<file path="src/design/teu_pkg.sv">
// shared constants, types and helpers for the toy isa execute unit
package teu_pkg;

    localparam int XLEN      = 32;
    localparam int REG_COUNT = 16;
    localparam int REG_AW    = $clog2(REG_COUNT);

    // data memory size in bytes, a power of two
    localparam int DATA_BYTES = 4096;
    localparam int DATA_AW    = $clog2(DATA_BYTES);
    localparam int DMEM_BANKS = 4;
    localparam int DMEM_ROWS  = DATA_BYTES / DMEM_BANKS;
    localparam int ROW_AW     = DATA_AW - 2;

    localparam logic [REG_AW-1:0] LINK_INDEX      = REG_AW'(14);
    localparam logic [REG_AW-1:0] PREDICATE_INDEX = REG_AW'(15);
    localparam logic [XLEN-1:0]   INSN_BYTES      = XLEN'(4);

    // stream widths
    localparam int S_TDATA_W = 32;
    localparam int S_TUSER_W = 4;
    localparam int M_TDATA_W = 104;
    localparam int M_TUSER_W = 2;

    typedef enum logic [3:0] {
        FN_ADD   = 4'd0,
        FN_SUB   = 4'd1,
        FN_STORE = 4'd2,
        FN_LOAD  = 4'd3,
        FN_RET   = 4'd4,
        FN_CALL  = 4'd5,
        FN_MOVI  = 4'd6,
        FN_BR    = 4'd7,
        FN_BRCC  = 4'd8,
        FN_CMPLT = 4'd9,
        FN_CMPGT = 4'd10,
        FN_CMPGE = 4'd11
    } t_func;

    // everything the execute logic decides for one instruction
    typedef struct packed {
        logic [XLEN-1:0]   next_address;
        logic              reg_we;
        logic [REG_AW-1:0] target;
        logic [XLEN-1:0]   value;
        logic              mem_we;
        logic [XLEN-1:0]   store_address;
        logic              is_load;
        logic [XLEN-1:0]   daddr;
        logic [XLEN-1:0]   store_data;
    } t_exec;

    // what sits in the result register
    typedef struct packed {
        logic [XLEN-1:0]   next_address;
        logic              reg_we;
        logic [REG_AW-1:0] target;
        logic [XLEN-1:0]   value;
        logic              mem_we;
        logic [XLEN-1:0]   store_address;
        logic              is_load;
    } t_result;

    // register file write port
    typedef struct packed {
        logic              we;
        logic [REG_AW-1:0] idx;
        logic [XLEN-1:0]   data;
    } t_rf_wr;

    function automatic logic [XLEN-1:0] f_sext16(input logic [15:0] imm);
        return {{(XLEN-16){imm[15]}}, imm};
    endfunction

    // first operand: rs1 for add/sub, base or second compare source otherwise
    function automatic logic [REG_AW-1:0] f_idx_a(input t_func fn, input logic [31:0] w);
        logic [REG_AW-1:0] idx;
        idx = ((fn == FN_ADD) || (fn == FN_SUB)) ? w[19:16] : w[7:4];
        return idx;
    endfunction

endpackage

</file>
<file path="src/design/teu_exec.sv">
// single pass execute logic for one instruction
module teu_exec (
    input  teu_pkg::t_func               i_func,
    input  logic [31:0]                  i_word,
    input  logic [teu_pkg::XLEN-1:0]     i_pc,
    input  logic [teu_pkg::XLEN-1:0]     i_op_a,
    input  logic [teu_pkg::XLEN-1:0]     i_op_b,
    input  logic [teu_pkg::XLEN-1:0]     i_op_c,
    input  logic [teu_pkg::XLEN-1:0]     i_link,
    input  logic [teu_pkg::XLEN-1:0]     i_pred,
    output teu_pkg::t_exec               o_exec
);
    import teu_pkg::*;

    logic [XLEN-1:0] simm;
    logic [XLEN-1:0] zimm;
    logic [XLEN-1:0] pc_seq;
    logic [XLEN-1:0] pc_jump;
    logic [XLEN-1:0] daddr;
    logic            lt;
    logic            eq;

    assign simm    = f_sext16(i_word[15:0]);
    assign zimm    = {{(XLEN-16){1'b0}}, i_word[15:0]};
    assign pc_seq  = i_pc + INSN_BYTES;
    // call uses an unsigned offset, branches a signed one
    assign pc_jump = i_pc + ((i_func == FN_CALL) ? zimm : simm);
    assign daddr   = i_op_a + i_op_b;
    assign lt      = $signed(i_op_c) < $signed(i_op_a);
    assign eq      = i_op_c == i_op_a;

    always_comb begin
        o_exec              = '0;
        o_exec.next_address = pc_seq;
        o_exec.daddr        = daddr;
        o_exec.store_data   = i_op_c;
        case (i_func)
            FN_ADD: begin
                o_exec.reg_we = 1'b1;
                o_exec.target = i_word[23:20];
                o_exec.value  = i_op_a + simm;
            end
            FN_SUB: begin
                o_exec.reg_we = 1'b1;
                o_exec.target = i_word[23:20];
                o_exec.value  = i_op_a - simm;
            end
            FN_STORE: begin
                o_exec.mem_we        = 1'b1;
                o_exec.store_address = daddr;
            end
            FN_LOAD: begin
                o_exec.reg_we  = 1'b1;
                o_exec.target  = i_word[3:0];
                o_exec.is_load = 1'b1;
            end
            FN_RET: begin
                o_exec.next_address = i_link;
            end
            FN_CALL: begin
                o_exec.reg_we       = 1'b1;
                o_exec.target       = LINK_INDEX;
                o_exec.value        = pc_seq;
                o_exec.next_address = pc_jump;
            end
            FN_MOVI: begin
                o_exec.reg_we = 1'b1;
                o_exec.target = i_word[23:20];
                o_exec.value  = zimm;
            end
            FN_BR: begin
                o_exec.next_address = pc_jump;
            end
            FN_BRCC: begin
                if (i_pred == XLEN'(1)) begin
                    o_exec.next_address = pc_jump;
                end
            end
            FN_CMPLT: begin
                o_exec.reg_we = 1'b1;
                o_exec.target = PREDICATE_INDEX;
                o_exec.value  = {{(XLEN-1){1'b0}}, lt};
            end
            FN_CMPGT: begin
                o_exec.reg_we = 1'b1;
                o_exec.target = PREDICATE_INDEX;
                o_exec.value  = {{(XLEN-1){1'b0}}, !lt && !eq};
            end
            FN_CMPGE: begin
                o_exec.reg_we = 1'b1;
                o_exec.target = PREDICATE_INDEX;
                o_exec.value  = {{(XLEN-1){1'b0}}, !lt};
            end
            default: begin
            end
        endcase
    end

endmodule

</file>
<file path="config.mk">
export PLATFORM = sky130hd
export DESIGN_NAME = teu_exec
export DESIGN_NICKNAME = d
export VERILOG_FILES = /design/src/design/teu_pkg.sv /design/src/design/teu_exec.sv
export SDC_FILE = /design/constraint.sdc
export NUM_CORES = 1
export LEC_CHECK = 0
export ABC_CLOCK_PERIOD_IN_PS = 5100
export BUFFER_PORTS_ARGS = -buffer_cell sky130_fd_sc_hd__buf_2
export CAP_MARGIN = 10
export CORE_AREA = 2 2 152 154
export DETAILED_ROUTE_END_ITERATION = 16
export DIE_AREA = 0 0 154 156
export GPL_TIMING_DRIVEN = 1
export PLACE_DENSITY_LB_ADDON = 0.12
export SYNTH_ARGS = -nofsm -noshare
export SYNTH_HDL_FRONTEND = slang
export SYNTH_SLANG_ARGS = --single-unit
export TNS_END_PERCENT = 1
</file>
<file path="constraint.sdc">
create_clock -name vclk -period 5.1
set_clock_uncertainty 0.1 [all_clocks]
set_input_delay 0.51 -clock vclk [all_inputs]
set_output_delay 0.51 -clock vclk [all_outputs]
set_load 0.1 [all_outputs]
</file>
==> impl_metrics.py <==
metrics = {
    "critical_path": {
        "critPathSlowestCell": "or4_1",
        "crit_required_ps": 4490,
        "start_kind": "input port",
        "cp_num_buf_inv": 2,
        "crit_fanout": 4,
        "crit_family": "compound AO/OA/AOI/OAI gates",
        "worstPathCellList": "buf_2 > or4_1 > nor4_2 > nand3_1 > ha_1 > nand2_1 > o21ai_0 > ha_1 > a21o_1 > a211oi_2 > o21ai_0 > a22oi_1 > o21ai_1 > a21boi_0 > xor2_1 > o22ai_2 > buf_12",
        "end_kind": "output port",
        "timing_worst_setup_path_type": "input port to output port",
        "cp.arrival_ps": 4310,
        "critPathMaxStageDelay_ps": 610,
    },
    "routing": {
        "route.detailed.drc": 0,
        "firstDrtPassIters": 5,
        "drt_iter0_drc": 572,
        "dr_total_vias": 10600,
        "post_drt_wl_per_cell_um": 17.8,
        "routed_wl_um": 33200,
        "ant_nets": 0,
        "viasPerCell": 5.65,
    },
    "hold_path": {
        "hp-class": "input port to output port",
    },
    "placement": {
        "io_buffers": 383,
        "gp_congestion": 0.925,
        "placed_cell_area_mm2": 0.0109,
        "place.detailed.hpwl_um": 28900,
    },
    "finish": {
        "seq_cell_count": 0,
        "seq_area_um2": 0,
        "stdcell_area_mm2": 0.0109,
        "diodes": 0,
        "area.growth.synth_to_final_pct": 30.9,
        "clkbuf_count": 0,
        "drive_gt1_frac": 0.279,
        "final_nets": 1945,
    },
    "grt": {
        "grt_usage": 0.258,
        "grt.overflow.total": 0,
        "grt_pass1_wl_um": 50700,
        "grt_max_degree": 34,
        "grt_pass1_vias": 9568,
        "antenna_found_initial": 0,
    },
    "timing": {
        "fin_crit_ps": 4920,
        "fmax_ghz": 0.203,
        "finalCritPeriodShare": 0.965,
        "worstMarginPinSlew_ps": 1040,
        "slew_violations": 0,
        "slew_headroom": 0.306,
        "hold_viol_final": 0,
        "finalSetupTns_ps": 0,
        "setup_viol": 0,
        "grt_setup_unrepaired": "yes",
    },
    "die": {
        "ioPinCount": 395,
        "die_area_mm2": 0.0240,
        "row_count": 55,
        "die_y_um": 156,
        "fp.coreArea_mm2": 0.0224,
        "die_x_um": 154,
        "start_util": 0.374,
    },
    "logic_synthesis": {
        "synth_area_leaders": "ha_1 19%, a21oi_1 7.5%, xor2_1 6.3%",
        "synth_area_per_cell_um2": 6.72,
        "synth_top_area_frac": 0.192,
        "syn_nets": 1602,
        "synth.most_common_cell": "ha_1",
        "synth_cells": 1243,
        "synth_warnings": 0,
        "synth_commonest_cells": "128 x ha_1, 125 x a21oi_1, 114 x nand2_1",
        "synth_area_leader_cell": "ha_1",
        "yosysSeqAreaShare": 0,
        "syn-cell-area_mm2": 0.00835,
        "synth.distinct_cells": 74,
    },
    "pwr": {
        "powerDensity_mw_per_mm2": 202,
        "p_leak_uw": 0.00538,
        "ir_drop_uv": 147,
    },
    "run_status": {
        "status": "completed",
    },
    "run": {
        "cap_violations": 0,
    },
    "clock_tree": {
        "cts_hold_buffers": 0,
    },
}
layout make-up:
type	count	area (µm²)
inverter	68	255
multi-input combinational	1103	7770
tap	285	357
fill	2317	11400
timing repair buffer	413	2550
metal layers:
metal | up-vias | wire, µm | GRT usage
met5 | - | 0 | 0
met2 | 395 | 15500 | 0.454
met4 | 0 | 178 | 0.0142
met1 | 4854 | 15500 | 0.362
li1 | 5295 | - | -
met3 | 12 | 1980 | 0.0183
metrics by stage:
step | std cells | setup WS, ps | utilization | total power (µW) | hold slack, ps
after floorplan | 1243 | -494 | - | 1670 | 1130
after global placement | 1869 | 59.6 | 0.487 | 2180 | 1310
after detailed placement | 1869 | 34.9 | 0.487 | 2180 | 1310
after CTS | 1869 | 85.3 | 0.487 | 2190 | 1310
after global routing | 1869 | -3.64 | 0.489 | 2340 | 1310
final | 1869 | 181 | 0.489 | 2210 | 1300
cells by family (layout without fill, tap and decap cells):
group / Yosys count / count (layout) / synth area share
muxes: 6 / 6 / 0.00734
xor gates and xnor gates: 106 / 106 / 0.111
buffers and inverters: 140 / 481 / 0.0786
AOI/OAI and AO/OA: 426 / 426 / 0.336
adders and majority gates: 131 / 131 / 0.199
and+or+nand+nor: 434 / 434 / 0.268
worst paths after layout:
check | start | end | slack (ps) | cells after the start
max | i_word[10] | o_exec[124] | 180 | 17
min | i_op_c[0] | o_exec[0] | 1300 | 2
cell usage in the layout, fill, tap and decap left out, types with 31 or more instances in the layout:
cell type	instances
a21o_1	44
nor3_1	32
a21oi_1	125
buf_2	355
inv_1	68
ha_1	128
buf_4	31
o21ai_0	62
nor2_1	84
xor2_1	60
and2_1	38
nand3_1	31
xnor2_1	46
nand2_1	114
power breakdown:
part | switching (µW) | internal, µW
combinational | 1610 | 593
clock | 0 | 0
sequential | 0 | 0
timing repair:
item                       CTS  global route
setup endpoints to repair    1            14
setup buffers                0             0
resized for setup            1            13
Note: power is estimated with default switching activity, not from simulation.
