**config.mk**
```make
export PLATFORM = sky130hd
export DESIGN_NAME = teu_regfile
export DESIGN_NICKNAME = d
export VERILOG_FILES = /design/src/design/teu_pkg.sv /design/src/design/teu_ram.sv /design/src/design/teu_regfile.sv
export SDC_FILE = /design/constraint.sdc
export NUM_CORES = 1
export LEC_CHECK = 0
export CAP_MARGIN = 20
export CELL_PAD_IN_SITES_DETAIL_PLACEMENT = 0
export CELL_PAD_IN_SITES_GLOBAL_PLACEMENT = 1
export CORE_ASPECT_RATIO = 0.9
export CORE_MARGIN = 4
export CORE_UTILIZATION = 60
export DETAILED_ROUTE_END_ITERATION = 12
export DONT_BUFFER_PORTS = 1
export GPL_TIMING_DRIVEN = 0
export PLACE_DENSITY = 0.84
export SETUP_SLACK_MARGIN = 0.5
export SLEW_MARGIN = 25
export SYNTH_ARGS = -nofsm -noshare
export SYNTH_HDL_FRONTEND = slang
export SYNTH_SLANG_ARGS = --single-unit
```
**constraint.sdc**
```tcl
create_clock -name i_clk -period 10.55 [get_ports i_clk]
set_input_delay 3.165 -clock i_clk [delete_from_list [all_inputs] [get_ports i_clk]]
set_output_delay 3.165 -clock i_clk [all_outputs]
set_load 0.005 [all_outputs]
```
**src/design/teu_pkg.sv**
```systemverilog
// shared constants, types and helpers for the toy isa execute unit
package teu_pkg;

    localparam int XLEN      = 32;
    localparam int REG_COUNT = 16;
    localparam int REG_AW    = $clog2(REG_COUNT);

    // data memory size in bytes, a power of two
    localparam int DATA_BYTES = 4096;
    localparam int DATA_AW    = $clog2(DATA_BYTES);
    localparam int DMEM_BANKS = 4;
    localparam int DMEM_ROWS  = DATA_BYTES / DMEM_BANKS;
    localparam int ROW_AW     = DATA_AW - 2;

    localparam logic [REG_AW-1:0] LINK_INDEX      = REG_AW'(14);
    localparam logic [REG_AW-1:0] PREDICATE_INDEX = REG_AW'(15);
    localparam logic [XLEN-1:0]   INSN_BYTES      = XLEN'(4);

    // stream widths
    localparam int S_TDATA_W = 32;
    localparam int S_TUSER_W = 4;
    localparam int M_TDATA_W = 104;
    localparam int M_TUSER_W = 2;

    typedef enum logic [3:0] {
        FN_ADD   = 4'd0,
        FN_SUB   = 4'd1,
        FN_STORE = 4'd2,
        FN_LOAD  = 4'd3,
        FN_RET   = 4'd4,
        FN_CALL  = 4'd5,
        FN_MOVI  = 4'd6,
        FN_BR    = 4'd7,
        FN_BRCC  = 4'd8,
        FN_CMPLT = 4'd9,
        FN_CMPGT = 4'd10,
        FN_CMPGE = 4'd11
    } t_func;

    // everything the execute logic decides for one instruction
    typedef struct packed {
        logic [XLEN-1:0]   next_address;
        logic              reg_we;
        logic [REG_AW-1:0] target;
        logic [XLEN-1:0]   value;
        logic              mem_we;
        logic [XLEN-1:0]   store_address;
        logic              is_load;
        logic [XLEN-1:0]   daddr;
        logic [XLEN-1:0]   store_data;
    } t_exec;

    // what sits in the result register
    typedef struct packed {
        logic [XLEN-1:0]   next_address;
        logic              reg_we;
        logic [REG_AW-1:0] target;
        logic [XLEN-1:0]   value;
        logic              mem_we;
        logic [XLEN-1:0]   store_address;
        logic              is_load;
    } t_result;

    // register file write port
    typedef struct packed {
        logic              we;
        logic [REG_AW-1:0] idx;
        logic [XLEN-1:0]   data;
    } t_rf_wr;

    function automatic logic [XLEN-1:0] f_sext16(input logic [15:0] imm);
        return {{(XLEN-16){imm[15]}}, imm};
    endfunction

    // first operand: rs1 for add/sub, base or second compare source otherwise
    function automatic logic [REG_AW-1:0] f_idx_a(input t_func fn, input logic [31:0] w);
        logic [REG_AW-1:0] idx;
        idx = ((fn == FN_ADD) || (fn == FN_SUB)) ? w[19:16] : w[7:4];
        return idx;
    endfunction

endpackage

```
**src/design/teu_ram.sv**
```systemverilog
// generic single write port ram with registered read
module teu_ram #(
    parameter int WIDTH = 8,
    parameter int DEPTH = 16
) (
    input  logic                     i_clk,
    input  logic                     i_we,
    input  logic [$clog2(DEPTH)-1:0] i_waddr,
    input  logic [WIDTH-1:0]         i_wdata,
    input  logic                     i_re,
    input  logic [$clog2(DEPTH)-1:0] i_raddr,
    output logic [WIDTH-1:0]         o_rdata
);

    logic [WIDTH-1:0] r_mem [DEPTH];
    logic [WIDTH-1:0] r_rdata;

    always_ff @(posedge i_clk) begin
        if (i_we) begin
            r_mem[i_waddr] <= i_wdata;
        end
        if (i_re) begin
            r_rdata <= r_mem[i_raddr];
        end
    end

    assign o_rdata = r_rdata;

endmodule

```
**src/design/teu_regfile.sv**
```systemverilog
// register file: three read copies, valid bits, write bypass, link and predicate shadows
module teu_regfile (
    input  logic                         i_clk,
    input  logic                         i_rst_n,
    input  logic [teu_pkg::REG_AW-1:0]   i_raddr_a,
    input  logic [teu_pkg::REG_AW-1:0]   i_raddr_b,
    input  logic [teu_pkg::REG_AW-1:0]   i_raddr_c,
    input  logic [teu_pkg::REG_AW-1:0]   i_op_idx_a,
    input  logic [teu_pkg::REG_AW-1:0]   i_op_idx_b,
    input  logic [teu_pkg::REG_AW-1:0]   i_op_idx_c,
    input  teu_pkg::t_rf_wr              i_wr,
    output logic [teu_pkg::XLEN-1:0]     o_op_a,
    output logic [teu_pkg::XLEN-1:0]     o_op_b,
    output logic [teu_pkg::XLEN-1:0]     o_op_c,
    output logic [teu_pkg::XLEN-1:0]     o_link,
    output logic [teu_pkg::XLEN-1:0]     o_pred
);
    import teu_pkg::*;

    logic [REG_COUNT-1:0] r_valid;
    t_rf_wr               r_byp;
    logic [XLEN-1:0]      r_link;
    logic [XLEN-1:0]      r_pred;
    logic [XLEN-1:0]      q_a;
    logic [XLEN-1:0]      q_b;
    logic [XLEN-1:0]      q_c;

    teu_ram #(.WIDTH(XLEN), .DEPTH(REG_COUNT)) u_ram_a (
        .i_clk(i_clk), .i_we(i_wr.we), .i_waddr(i_wr.idx), .i_wdata(i_wr.data),
        .i_re(1'b1), .i_raddr(i_raddr_a), .o_rdata(q_a)
    );
    teu_ram #(.WIDTH(XLEN), .DEPTH(REG_COUNT)) u_ram_b (
        .i_clk(i_clk), .i_we(i_wr.we), .i_waddr(i_wr.idx), .i_wdata(i_wr.data),
        .i_re(1'b1), .i_raddr(i_raddr_b), .o_rdata(q_b)
    );
    teu_ram #(.WIDTH(XLEN), .DEPTH(REG_COUNT)) u_ram_c (
        .i_clk(i_clk), .i_we(i_wr.we), .i_waddr(i_wr.idx), .i_wdata(i_wr.data),
        .i_re(1'b1), .i_raddr(i_raddr_c), .o_rdata(q_c)
    );

    // newest first: write in flight, write at last edge, ram copy, reset value
    function automatic logic [XLEN-1:0] f_pick(
        input logic [REG_AW-1:0]    idx,
        input logic [XLEN-1:0]      q,
        input t_rf_wr               wr,
        input t_rf_wr               byp,
        input logic [REG_COUNT-1:0] vld
    );
        logic [XLEN-1:0] v;
        if (wr.we && (wr.idx == idx)) begin
            v = wr.data;
        end else if (byp.we && (byp.idx == idx)) begin
            v = byp.data;
        end else if (vld[idx]) begin
            v = q;
        end else begin
            v = '0;
        end
        return v;
    endfunction

    always_ff @(posedge i_clk) begin
        if (!i_rst_n) begin
            r_valid <= '0;
            r_byp   <= '0;
            r_link  <= '0;
            r_pred  <= '0;
        end else begin
            r_byp <= i_wr;
            if (i_wr.we) begin
                r_valid[i_wr.idx] <= 1'b1;
                if (i_wr.idx == LINK_INDEX) begin
                    r_link <= i_wr.data;
                end
                if (i_wr.idx == PREDICATE_INDEX) begin
                    r_pred <= i_wr.data;
                end
            end
        end
    end

    always_comb begin
        o_op_a = f_pick(i_op_idx_a, q_a, i_wr, r_byp, r_valid);
        o_op_b = f_pick(i_op_idx_b, q_b, i_wr, r_byp, r_valid);
        o_op_c = f_pick(i_op_idx_c, q_c, i_wr, r_byp, r_valid);
        o_link = (i_wr.we && (i_wr.idx == LINK_INDEX)) ? i_wr.data : r_link;
        o_pred = (i_wr.we && (i_wr.idx == PREDICATE_INDEX)) ? i_wr.data : r_pred;
    end

endmodule

```
==> out/metrics.csv <==
metric,value,unit
post-layout min period,9.39,ns
endpoint type of the worst setup path,output port,
fill cell count,3655,
gr ovfl total,0,
Util after Layout,68.7,%
pre-CTS setup slack,1.41,ns
Hold Fails Final Rpt,0,
Reg area,0.0196,mm2
gpl congestion,0.818,
CP max FO,10,
Die ar.,0.0625,mm2
Synth area leaders,"edfxtp_1 44%, mux4_2 31%, dfxtp_1 12%, and2_1 3.5%, a221o_1 2.7%",
first-pass GRT wire length,159,mm
final net count,2027,
min-delay worst type,reg -> reg,
RSZ-0062 raised after global routing,no,
Die Width,263,um
CTS max path bufs,3,
final setup violation count,0,
hold_buf cts,0,
Rows,83,
crit path DAT,6.22,ns
Leakage,13.2,nW
CTS resizes,0,
final worst slack,1.16,ns
Post-synth EDFFs,512,
CTS H-tree depth,3,
vias in the first global route,21600,
kind of critical path,in -> out,
WL per Instance,40.4,um
# DRC,0,
First-pass DRT Iterations,5,
largest net degree at the start of global routing,28,
Placed Cells,2653,
clk root buf,clkbuf_16,
Starting Density,61.1,%
Yosys warnings,0,
crit-path most repeated cell,clkbuf_1,
initial antenna violation count,1,
CP max stage delay,0.96,ns
Ant. Diodes,0,
Port Buffers,0,
"flops & latches, synth",725,
crit-path leading delay family,buffers and inverters,
setup bufs post-CTS,0,
CP required,7.39,ns
Area Overhead vs Synth,12.5,%
CP Buf/Inv Count,3,
P per Cell Area,164,mW/mm2
core area,0.0575,mm2
die span in y,238,um
syn_nets,1903,
CTS tree,yes,
vias after detailed routing,21800,
"Cell Area, Synth",0.0352,mm2
clk sinks,725,
area of the multi-input gates,0.0149,mm2
max-slew violations,0,
"Avg Cell Area, Syn",19.1,um2
Least-Margin Pin Slew,1.20,ns
non-filler instance count after layout,2787,
Total Routed Length,113,mm
"Max stage delay cell, worst path",nor4_4,
register area share after synthesis,55.9,%
MaxCap Viol Count,0,
Routed Antenna Nets,0,
Clock Pin Slew Worst Setup and Hold Paths,0.06,ns
layout cells sized above 1,40.2,%
post-synthesis cell type count,30,
Vias/cell,7.83,
worst skew pair latency,0.62,ns
dpl hpwl,74.2,mm
TNS Setup,0,ns
async set-reset flop share out of synthesis,0,%
"Primary FF master, synth",edfxtp_1,
initial DRC count,3339,
post-synth top area cell,edfxtp_1,
status,"finished, final reports clean",
Synth top area share,43.7,%
peak supply drop,0.146,mV
GRT Overall Usage,35.8,%
CP Launch Type,input port,
crit-path cells,clkbuf_1 -> xor2_1 -> nor4_4 -> nor2b_1 -> clkbuf_1 -> clkbuf_1 -> a221o_1,
period utilisation layout,89.0,%
headroom to the max-slew limit,20.2,%
CTS buffer count,74,
Post-Syn Instances,1840,
Max Freq,0.107,GHz
Final Skew,0.0212,ns
IO Pins,223,
## cells in the final DEF (no fill, tap or decap), types with 9 or more instances in the layout
| cell | Yosys | layout |
|---|---|---|
| buf_16 | 0 | 23 |
| xor2_1 | 18 | 18 |
| buf_6 | 12 | 15 |
| and2_1 | 197 | 197 |
| clkbuf_16 | 0 | 81 |
| edfxtp_1 | 512 | 512 |
| mux4_1 | 9 | 9 |
| buf_2 | 35 | 52 |
| buf_4 | 0 | 23 |
| o21a_1 | 16 | 16 |
| mux4_2 | 480 | 480 |
| nor2_4 | 0 | 10 |
| clkbuf_2 | 0 | 16 |
| dfxtp_1 | 213 | 213 |
| clkbuf_1 | 97 | 101 |
| a221o_1 | 96 | 96 |
| mux2_2 | 67 | 67 |
| clkbuf_8 | 0 | 11 |
## final cells by class
type | count | area share, %
well taps | 765 | 2.42
flip-flops and latches | 725 | 49.7
clock inverters | 22 | 0.456
clock buffers | 112 | 5.71
multi-input cells | 948 | 37.6
plain buffers | 167 | 2.04
repair buffers | 48 | 2.14
## logic make-up (layout without fill, tap and decap cells)
family	Yosys count	count (layout)	synth area share [%]
flops	725	725	55.9
mux	562	562	33.7
simple gates	241	241	4.32
buf+inv	167	349	2.16
compound gates	121	121	3.31
xor+xnor	24	24	0.598
## per-layer routing
layer	wire length (um)	GRT usage, %	part of all wire, %	vias up
met1	38300	48.0	34	11400
met4	5270	14.3	4.7	2
li1	-	-	-	8132
met3	16600	12.2	15	344
met5	123	1.28	0.11	-
met2	52400	55.2	47	1982
## through the flow
step	power [mW]	hold slack [ns]	cell area (um2)
2_1_floorplan	3.66	0.459	35200
3_3_place_gp	3.86	0.478	36100
4_1_cts	6.48	0.503	39500
3_5_place_dp	3.88	0.490	37100
5_1_grt	6.63	0.513	39500
6_report	6.48	0.503	39500
## where the power goes
part           switching [mW]  internal (mW)  leakage, nW
clock                    1.11           1.53         1.19
sequential             0.0517           3.15         6.39
combinational           0.334          0.307         5.58
## synth_stat cells, types with 4 or more instances
master and n:
nand2_1 7, xnor2_1 6, clkbuf_1 97, nor2_1 12
mux4_2 480, buf_2 35, buf_6 12, buf_1 23
mux2_2 67, and2_1 197, a221o_1 96, edfxtp_1 512
nor3_1 4, mux4_1 9, mux2i_1 6, dfxtp_1 213
xor2_1 18, o21a_1 16
## state kept, by name, indices dropped and copies added (netlist names)
name	count
u_ram_b.r_mem	288
r_byp	37
u_ram_b.o_rdata	32
u_ram_a.o_rdata	32
u_ram_c.o_rdata	32
r_link	32
r_pred	32
u_ram_c.r_mem	224
r_valid	16
## worst paths after layout
kind | start | endpoint | slack [ns] | cells past startpoint
setup / recovery | i_wr[33] | o_op_a[19] | 1.16 | 7
hold / removal | r_valid[14]$_SDFFE_PN0P_ | r_valid[14]$_SDFFE_PN0P_ | 0.50 | 1
setup reg to reg | u_ram_b.r_mem[3][30]$_DFFE_PP_ | u_ram_b.o_rdata[30]$_DFF_P_ | 8.92 | 2
hold reg to reg | r_valid[14]$_SDFFE_PN0P_ | r_valid[14]$_SDFFE_PN0P_ | 0.50 | 1
No activity file was read; power rests on OpenSTA's default activity.
